### src/hdl/trs_pkg.sv
// Shared types, constants and the arctangent table for the TRS model matrix block.
package trs_pkg;

    typedef struct packed {
        logic signed [31:0] pos_x;
        logic signed [31:0] pos_y;
        logic signed [31:0] pos_z;
        logic signed [15:0] angle_x;
        logic signed [15:0] angle_y;
        logic signed [15:0] angle_z;
        logic signed [31:0] scale_x;
        logic signed [31:0] scale_y;
        logic signed [31:0] scale_z;
    } t_pose;

    typedef struct packed {
        logic signed [31:0] m00;
        logic signed [31:0] m01;
        logic signed [31:0] m02;
        logic signed [31:0] m03;
        logic signed [31:0] m10;
        logic signed [31:0] m11;
        logic signed [31:0] m12;
        logic signed [31:0] m13;
        logic signed [31:0] m20;
        logic signed [31:0] m21;
        logic signed [31:0] m22;
        logic signed [31:0] m23;
    } t_mtx;

    // quadrant and residual angle in radians, Q30
    typedef struct packed {
        logic [1:0]         quad;
        logic signed [32:0] z;
    } t_ang;

    typedef struct packed {
        logic signed [31:0] c;
        logic signed [31:0] s;
    } t_trig;

    localparam logic signed [16:0] TURN_UNITS    = 17'sd23040;
    localparam logic [14:0]        QUARTER_UNITS = 15'd5760;
    localparam logic [14:0]        HALF_UNITS    = 15'd11520;
    localparam logic [14:0]        THREEQ_UNITS  = 15'd17280;
    // r*PI_Q30/11520 = r*RAD_INT + r*RAD_REM/11520
    localparam logic [18:0]        RAD_INT       = 19'd292817;
    localparam logic [12:0]        RAD_REM       = 13'd7586;
    // ceil(2^24/45), exact quotient for 18-bit dividends
    localparam logic [18:0]        RECIP_45      = 19'd372828;
    localparam logic signed [33:0] CORDIC_X0     = 34'sd652032874;

    function automatic logic signed [32:0] f_atan(input int i);
        logic signed [32:0] v;
        case (i)
            0:       v = 33'sd843314856;
            1:       v = 33'sd497837829;
            2:       v = 33'sd263043836;
            3:       v = 33'sd133525158;
            4:       v = 33'sd67021686;
            5:       v = 33'sd33543515;
            6:       v = 33'sd16775850;
            7:       v = 33'sd8388437;
            8:       v = 33'sd4194282;
            9:       v = 33'sd2097149;
            10:      v = 33'sd1048575;
            11:      v = 33'sd524287;
            12:      v = 33'sd262143;
            13:      v = 33'sd131071;
            14:      v = 33'sd65535;
            15:      v = 33'sd32767;
            16:      v = 33'sd16383;
            17:      v = 33'sd8191;
            18:      v = 33'sd4095;
            19:      v = 33'sd2047;
            20:      v = 33'sd1023;
            21:      v = 33'sd511;
            22:      v = 33'sd255;
            default: v = 33'sd127;
        endcase
        return v;
    endfunction

endpackage

### src/hdl/trs_angle.sv
// Angle wrap, quadrant split and conversion to Q30 radians, four stages.
module trs_angle (
    input  logic               i_clk,
    input  logic               i_en,
    input  logic signed [15:0] i_angle,
    output trs_pkg::t_ang      o_ang
);
    import trs_pkg::*;

    logic signed [16:0] v0, v1, v2, v3;
    logic [14:0]        a;
    logic [1:0]         n_q;
    logic [14:0]        n_r;

    logic [1:0]  r_q1, r_q2, r_q3;
    logic [12:0] r_r1;
    logic [30:0] r_hi2, r_hi3;
    logic [25:0] r_t2;
    logic [36:0] r_m3;
    t_ang        r_ang;

    always_comb begin
        v0 = 17'(i_angle);
        v1 = (v0 < 0) ? v0 + TURN_UNITS : v0;
        v2 = (v1 < 0) ? v1 + TURN_UNITS : v1;
        v3 = (v2 >= TURN_UNITS) ? v2 - TURN_UNITS : v2;
        a  = v3[14:0];
        if (a >= THREEQ_UNITS) begin
            n_q = 2'd3;
            n_r = a - THREEQ_UNITS;
        end else if (a >= HALF_UNITS) begin
            n_q = 2'd2;
            n_r = a - HALF_UNITS;
        end else if (a >= QUARTER_UNITS) begin
            n_q = 2'd1;
            n_r = a - QUARTER_UNITS;
        end else begin
            n_q = 2'd0;
            n_r = a;
        end
    end

    always_ff @(posedge i_clk) begin
        if (i_en) begin
            r_q1  <= n_q;
            r_r1  <= n_r[12:0];
            r_q2  <= r_q1;
            r_hi2 <= 31'(32'(r_r1) * 32'(RAD_INT));
            r_t2  <= 26'(r_r1) * 26'(RAD_REM);
            r_q3  <= r_q2;
            r_hi3 <= r_hi2;
            r_m3  <= 37'(r_t2[25:8]) * 37'(RECIP_45);
            r_ang.quad <= r_q3;
            r_ang.z    <= 33'(r_hi3 + 31'(r_m3[36:24]));
        end
    end

    assign o_ang = r_ang;
endmodule

### config.mk
export PLATFORM = sky130hd
export DESIGN_NAME = trs_angle
export DESIGN_NICKNAME = d
export VERILOG_FILES = /design/src/hdl/trs_pkg.sv /design/src/hdl/trs_angle.sv
export SDC_FILE = /design/constraint.sdc
export NUM_CORES = 1
export LEC_CHECK = 0
export BUFFER_PORTS_ARGS = -buffer_cell sky130_fd_sc_hd__buf_4
export CAP_MARGIN = 5
export CORE_ASPECT_RATIO = 1.1
export CORE_MARGIN = 2
export CORE_UTILIZATION = 59
export CTS_CLUSTER_SIZE = 16
export DETAILED_ROUTE_END_ITERATION = 7
export GPL_TIMING_DRIVEN = 0
export MAX_ROUTING_LAYER = met4
export PLACE_DENSITY = 0.79
export SLEW_MARGIN = 20
export SYNTH_ARGS = -nofsm -noshare
export SYNTH_HDL_FRONTEND = slang
export SYNTH_SLANG_ARGS = --single-unit
### constraint.sdc
create_clock -name i_clk -period 5.7 [get_ports i_clk]
set_input_delay 0.57 -clock i_clk [delete_from_list [all_inputs] [get_ports i_clk]]
set_output_delay 0.57 -clock i_clk [all_outputs]
set_load 0.02 [all_outputs]
==> flow_summary.json, run 1 <==
{
  "status": "finished, violations left",
  "violations": "setup timing",
  "cts_htree_levels": 4,
  "crit_path_top_delay_cell": "sky130_fd_sc_hd__fa_1",
  "setup_clock_skew_after_layout_ns": 0.01364,
  "post_synth_inst_count": 1508,
  "netlist_area_before_placement_sq_um": 17210,
  "final_layout_size_suffix_gt1_share_pct": 17.49,
  "ys_dominant_reg_cell": "sky130_fd_sc_hd__edfxtp_1",
  "grt_util_all_layers_pct": 25.78,
  "cpPeakStageDelay_ns": 0.59,
  "worst_hold_path_startpoint": "i_angle[2]",
  "timing.critical_path.arrival_ns": 6.23,
  "die_outline_height_um": 183.1,
  "effective_utilization_at_floorplan_pct": 59.94,
  "first_global_vias": 12610,
  "first_pass_iters": 5,
  "clock_pin_slew_of_the_registers_on_the_worst_case_setup_and_hold_paths_ns": 0.06,
  "critical-path-top-cell-by-count": "sky130_fd_sc_hd__inv_1",
  "final_period_minus_worst_setup_slack_ns": 6.042,
  "diode_count": 0,
  "rsz0062_at_grt": "true",
  "top_layer": "met4",
  "max_slew.worst_pin.slew_ns": 0.7919,
  "grt_start_max_net_pins": 85,
  "cts-hold-fix-buffers": 0,
  "wl_met1_mm": 14.64,
  "worstSetupStartpoint": "r_t2[11]",
  "avgSynthCellArea_sq_um": 11.41,
  "preCtsSetupSlack_ns": -0.7925,
  "setup_violations": 11,
  "gp_congestion": 0.9281,
  "max_slew_vio_count": 0,
  "port_buffers": 49,
  "syn_to_final_growth_pct": 15.98,
  "drcViolationCount": 0,
  "critical_path_class": "reg2reg",
  "global_route_wire_length_before_repair_mm": 60.66,
  "floorplan.io_pins": 53,
  "timing.final.crit_share_pct": 106.0,
  "drt_iter0_drc": 662,
  "layout.core_utilization_pct": 69.52,
  "core_box_area_sq_um": 28710,
  "detail_route.vias_per_cell": 5.638,
  "clk-insertion-delay-late_ns": 0.45,
  "worst_setup_path_end_kind": "flip-flop",
  "cts_inserted_buffers": 17,
  "post_synth_num_cell_types": 81,
  "met2_length_mm": 19.77,
  "critPathRequiredTime_ns": 5.89,
  "antenna_found_initial": 0,
  "r2r-start": "r_t2[11]",
  "number_of_enable_flip_flop_cells_after_synthesis": 146,
  "drt-wirelength-per-cell_um": 18.11,
  "achievable-frequency_mhz": 165.5,
  "route.met3.wl_mm": 1.404,
  "antenna_left": 0,
  "min-delay-path-class": "in2reg",
  "cap_viol_max_count": 0,
  "yosysWarningCount": 0,
  "cts_root_buffer": "sky130_fd_sc_hd__clkbuf_16",
  "layout_setup_ws_ns": -0.3418,
  "num_rows": 65,
  "postSynthRegisterBits": 146,
  "async_reset_ff_share_pct": 0,
  "die_width_um": 166.8,
  "synth.net_count": 2053,
  "die_area_sq_um": 30550,
  "path_cells": "ha_4, inv_1, fa_1, inv_1, fa_2, inv_1, fa_2, fa_2, fa_1, inv_1, ha_4, nand4_1, nor2_1, a311o_1, and3_4, a31o_4, buf_4, buf_6, or2_4, a21oi_4, xnor2_2",
  "overflow_left_after_global_routing": 0,
  "finish.net_count": 2203,
  "synth_seq_area_share_pct": 25.48,
  "route.vias.total": 11490,
  "totalWireLength_mm": 36.91,
  "detailedPlacementHpwl_mm": 26.63,
  "critical_path.startpoint_type": "flip-flop",
  "clock_tree_from_tritoncts": "built",
  "slew_headroom_pct": 46.76,
  "clockBufferDepth": 2,
  "crit_fanout": 3,
  "clkSinkCount": 146,
  "finalHoldViolCount": 0
}
==> cells by family (layout without fill, tap and decap cells) <==
kind of cell	Yosys count	after routing	share of synthesized area, %
other	1	1	0.02179
and+or+nand+nor	202	202	5.955
xor gates and xnor gates	86	86	4.377
muxes	8	8	0.5599
AOI/OAI and AO/OA	200	200	8.340
DFF	146	146	25.48
buffers and inverters	338	500	7.526
adders and majority gates	527	527	47.74
==> timing repair <==
| item | CTS | global route |
|---|---|---|
| buffers inserted | 67 | 13 |
| endpoints found under the setup margin | 17 | 17 |
| pin swaps | 44 | 28 |
| resized for setup | 56 | 35 |
==> cell type report <==
class,instances,area [sq um]
Clock inverter,13,183.9
Clock buffer,18,429.2
Fill cell,1981,8751
Timing Repair Buffer,131,1040
Inverter,330,1241
Multi-Input combinational cell,1024,12160
Sequential cell,146,4384
Tap cell,368,460.4
Buffer,8,56.30
==> per-stage QoR <==
stage | hold WS, ns | TNS [ns] | std cells | cell area (sq um)
final | 0.3069 | -2.465 | 2038 | 19960
after CTS | 0.3067 | -1.506 | 2025 | 19670
after detailed placement | 0.4045 | -7.458 | 1927 | 18230
after global placement | 0.4010 | -5.882 | 1925 | 18180
after global routing | 0.3067 | -4.541 | 2038 | 19960
after floorplan | 0.4003 | -0.01902 | 1508 | 17350
==> per-layer routing <==
metal | up-vias | track usage, %
li1 | 5364 | -
met1 | 5759 | 29.60
met2 | 264 | 46.50
met3 | 103 | 3.690
met4 | 0 | 8.552
met5 | - | -
==> final timing paths <==
path | end | slack (ns) | cells past startpoint
worst max-delay path | r_m3[30] | -0.34 | 21
worst min-delay path | r_r1[2] | 0.31 | 1
worst max register to register | r_m3[30] | -0.34 | 21
worst min register to register | r_hi3[2] | 0.41 | 0
==> state kept, by name, indices dropped and copies added (netlist names) <==
register	cells
o_ang	34
r_hi2	31
r_hi3	31
r_m3	13
r_q1	2
r_q2	2
r_q3	2
r_r1	13
r_t2	18
==> worst max-delay path, delay by kind of cell, from the launching register on <==
| kind | cells | cell delay (ns) |
|---|---|---|
| AO/OA/AOI/OAI | 3 | 0.78 |
| XOR/XNOR | 1 | 0.08 |
| buffers and inverters | 6 | 0.49 |
| flip-flops | 1 | 0.53 |
| AND/OR/NAND/NOR | 4 | 0.62 |
| adder cells (fa/ha/maj) | 7 | 3.28 |
==> synthesized netlist by cell type, types with 3 or more instances <==
cell type | number | area (sq um)
sky130_fd_sc_hd__ha_1 | 311 | 3891
sky130_fd_sc_hd__nand4_1 | 6 | 37.54
sky130_fd_sc_hd__nor2b_1 | 6 | 37.54
sky130_fd_sc_hd__o21ai_0 | 30 | 150.1
sky130_fd_sc_hd__nor2_1 | 57 | 214.0
sky130_fd_sc_hd__o41ai_1 | 3 | 26.28
sky130_fd_sc_hd__or3_1 | 5 | 31.28
sky130_fd_sc_hd__or2_2 | 7 | 43.79
sky130_fd_sc_hd__nor4_1 | 7 | 43.79
sky130_fd_sc_hd__buf_2 | 3 | 15.01
sky130_fd_sc_hd__a21o_1 | 22 | 165.2
sky130_fd_sc_hd__and2_1 | 6 | 37.54
sky130_fd_sc_hd__nand3_1 | 17 | 85.08
sky130_fd_sc_hd__o31ai_1 | 5 | 37.54
sky130_fd_sc_hd__mux2_2 | 3 | 33.78
sky130_fd_sc_hd__xnor2_1 | 67 | 586.8
sky130_fd_sc_hd__o21bai_1 | 5 | 37.54
sky130_fd_sc_hd__nand2b_1 | 11 | 68.82
sky130_fd_sc_hd__o221ai_1 | 3 | 26.28
sky130_fd_sc_hd__a31o_2 | 4 | 35.03
sky130_fd_sc_hd__nor3_1 | 21 | 105.1
sky130_fd_sc_hd__edfxtp_1 | 146 | 4384
sky130_fd_sc_hd__fa_1 | 216 | 4324
sky130_fd_sc_hd__and3_1 | 15 | 93.84
sky130_fd_sc_hd__a31oi_1 | 11 | 68.82
sky130_fd_sc_hd__o211ai_1 | 5 | 37.54
sky130_fd_sc_hd__nand2_1 | 32 | 120.1
sky130_fd_sc_hd__inv_1 | 330 | 1239
sky130_fd_sc_hd__xor2_1 | 19 | 166.4
sky130_fd_sc_hd__mux2i_1 | 4 | 40.04
sky130_fd_sc_hd__a41oi_1 | 3 | 26.28
sky130_fd_sc_hd__o21a_1 | 7 | 52.55
sky130_fd_sc_hd__a21oi_1 | 53 | 265.3
sky130_fd_sc_hd__a211oi_1 | 10 | 75.07
==> cell usage in the layout (no fill, tap or decap), types with 7 or more instances in the layout <==
cell type and n:
sky130_fd_sc_hd__xnor2_1 64, sky130_fd_sc_hd__nand2_1 31, sky130_fd_sc_hd__a21oi_2 8, sky130_fd_sc_hd__edfxtp_1 146, sky130_fd_sc_hd__xor2_1 17, sky130_fd_sc_hd__a21o_1 22, sky130_fd_sc_hd__ha_1 284, sky130_fd_sc_hd__a31oi_1 9
sky130_fd_sc_hd__ha_4 22, sky130_fd_sc_hd__nor2_1 55, sky130_fd_sc_hd__and3_1 13, sky130_fd_sc_hd__nand2b_1 11, sky130_fd_sc_hd__fa_2 12, sky130_fd_sc_hd__buf_4 124, sky130_fd_sc_hd__inv_1 323, sky130_fd_sc_hd__a21oi_1 43
sky130_fd_sc_hd__buf_6 7, sky130_fd_sc_hd__nand3_1 17, sky130_fd_sc_hd__nor3_1 18, sky130_fd_sc_hd__o21a_1 7, sky130_fd_sc_hd__clkbuf_16 17, sky130_fd_sc_hd__a211oi_1 9, sky130_fd_sc_hd__o21ai_0 23, sky130_fd_sc_hd__fa_1 204
Power of run 1 is left out: the tool's default activity adds up to more than one toggle a clock period on the data nets, which glitch-free logic cannot reach.
==> run 2: changes to the inputs <==
Settings changed: REMOVE_ABC_BUFFERS set to 1.
==> run 2 against run 1 <==
Register-to-register slack gained 0.08 ns. Hold slack improved by 0.016 ns. Non-clock buffer count increased by 4. Die area unchanged. Highest routed layer unchanged. Clock skew fell by 0.0013 ns. Critical path depth is the same. Sequential cell count did not move. Worst setup slack improved by 0.080 ns. Cell count rose by 0.25%. Sequential share of layout area grew 0.066 points. The flow still finishes with violations (setup timing).
==> flow_summary.json, run 2 (synthesis gave the netlist of run 1 again) <==
{
  "status": "finished, violations left",
  "violations": "setup timing",
  "detail_route.vias_per_cell": 5.699,
  "antenna_found_initial": 0,
  "timing.final.crit_share_pct": 104.6,
  "detailed_place.area_sq_um": 18040,
  "overflow_left_after_global_routing": 0,
  "setup_clock_skew_after_layout_ns": 0.01232,
  "finish.net_count": 2207,
  "port_buffers": 51,
  "totalWireLength_mm": 37.54,
  "critical_path.startpoint_type": "flip-flop",
  "grt_start_max_net_pins": 78,
  "final_design_area_no_fill_sq_um": 19900,
  "cap_viol_max_count": 0,
  "slew_headroom_pct": 44.20,
  "max_slew.worst_pin.slew_ns": 0.8299,
  "first_pass_iters": 4,
  "layout_setup_ws_ns": -0.2617,
  "cts-hold-fix-buffers": 0,
  "timing.critical_path.arrival_ns": 6.13,
  "drcViolationCount": 0,
  "core_box_area_sq_um": 28710,
  "crit_fanout": 4,
  "achievable-frequency_mhz": 167.7,
  "global_route_wire_length_before_repair_mm": 59.89,
  "cts_htree_levels": 4,
  "largest_register_ffs": 34,
  "max_slew_vio_count": 0,
  "gp_congestion": 0.9170,
  "finalSetupTns_ns": -1.454,
  "worst_setup_path_end_kind": "flip-flop",
  "clkSinkCount": 146,
  "mostFrequentLayoutCell": "sky130_fd_sc_hd__inv_1",
  "critical_path_class": "reg2reg",
  "setup_violations": 8,
  "syn_to_final_growth_pct": 15.63,
  "die_area_sq_um": 30550,
  "cts_root_buffer": "sky130_fd_sc_hd__clkbuf_16",
  "clock_tree_from_tritoncts": "built",
  "drt-wirelength-per-cell_um": 18.37,
  "cts_inserted_buffers": 17,
  "final_layout_size_suffix_gt1_share_pct": 17.73,
  "most_frequent_cells_in_the_layout": "319 x sky130_fd_sc_hd__inv_1, 288 x sky130_fd_sc_hd__ha_1, 203 x sky130_fd_sc_hd__fa_1, 146 x sky130_fd_sc_hd__edfxtp_1, 128 x sky130_fd_sc_hd__buf_4",
  "effective_utilization_at_floorplan_pct": 59.94,
  "floorplan.io_pins": 53,
  "die_width_um": 166.8,
  "critPathRequiredTime_ns": 5.87,
  "drt_iter0_drc": 765,
  "rsz0062_at_grt": "true",
  "finalHoldViolCount": 0,
  "grt_util_all_layers_pct": 25.65,
  "min-delay-path-class": "in2reg",
  "detailedPlacementHpwl_mm": 26.09,
  "num_rows": 65,
  "die_outline_height_um": 183.1,
  "diode_count": 0,
  "antenna_left": 0,
  "clk-insertion-delay-late_ns": 0.44,
  "final_period_minus_worst_setup_slack_ns": 5.962,
  "clockBufferDepth": 2,
  "route.vias.total": 11640,
  "first_global_vias": 12310,
  "clock_pin_slew_of_the_registers_on_the_worst_case_setup_and_hold_paths_ns": 0.07
}
[run 2: final timing paths]
kind,endpoint,startpoint,slack (ns),cells past startpoint
min,r_r1[6],i_angle[6],0.32,1
max,r_m3[35],r_t2[13],-0.26,21
min reg2reg,r_hi3[12],r_hi2[12],0.41,0
max reg2reg,r_m3[35],r_t2[13],-0.26,21
[run 2: critical path, stage by stage, from the launching register on]
cell,delay [ns]
sky130_fd_sc_hd__edfxtp_1,0.52
sky130_fd_sc_hd__ha_4,0.34
sky130_fd_sc_hd__inv_2,0.04
sky130_fd_sc_hd__fa_1,0.51
sky130_fd_sc_hd__fa_1,0.45
sky130_fd_sc_hd__fa_1,0.53
sky130_fd_sc_hd__fa_1,0.52
sky130_fd_sc_hd__fa_1,0.53
sky130_fd_sc_hd__inv_2,0.05
sky130_fd_sc_hd__ha_4,0.20
sky130_fd_sc_hd__a21o_1,0.15
sky130_fd_sc_hd__a21o_1,0.17
sky130_fd_sc_hd__a21oi_2,0.15
sky130_fd_sc_hd__o21ai_2,0.10
sky130_fd_sc_hd__a311o_1,0.32
sky130_fd_sc_hd__and3_4,0.18
sky130_fd_sc_hd__a31o_4,0.24
sky130_fd_sc_hd__o21ai_4,0.16
sky130_fd_sc_hd__buf_6,0.12
sky130_fd_sc_hd__o211ai_1,0.10
sky130_fd_sc_hd__a21oi_1,0.20
sky130_fd_sc_hd__xnor2_1,0.13
[run 2: final cells by class]
class / instances / area (sq um)
tap: 368 / 460.4
sequential: 146 / 4384
inverter: 330 / 1241
fill: 1881 / 8811
clock inverter: 15 / 138.9
clock buffer: 17 / 425.4
timing repair buffer: 143 / 1137
multi-input combinational: 1024 / 12110
[run 2: per-stage QoR]
step           utilization, %  cells  setup slack (ns)  hold WS (ns)
2_1_floorplan               -   1500           -0.5122        0.4003
3_3_place_gp            62.68   1919            -1.132        0.4004
3_5_place_dp            62.84   1921            -1.199        0.4045
4_1_cts                 67.95   2020           -0.3039        0.3054
5_1_grt                 69.31   2043           -0.4035        0.3174
6_report                69.31   2043           -0.2617        0.3234
[run 2: repair_timing]
action / CTS / global route
endpoints found under the setup margin: 21 / 14
gates cloned: 1 / 0
pin swaps: 67 / 45
buffers inserted: 66 / 23
gates resized for setup: 79 / 39
[run 2: per-layer routing]
layer | part of all wire, % | routed length [um] | global-route usage [%]
met1 | 39 | 14500 | 29.87
met2 | 53 | 19810 | 46.53
met3 | 4.8 | 1810 | 3.129
met4 | 3.8 | 1410 | 7.897
met5 | 0 | 0 | -
Power of run 2 is left out for the same reason.
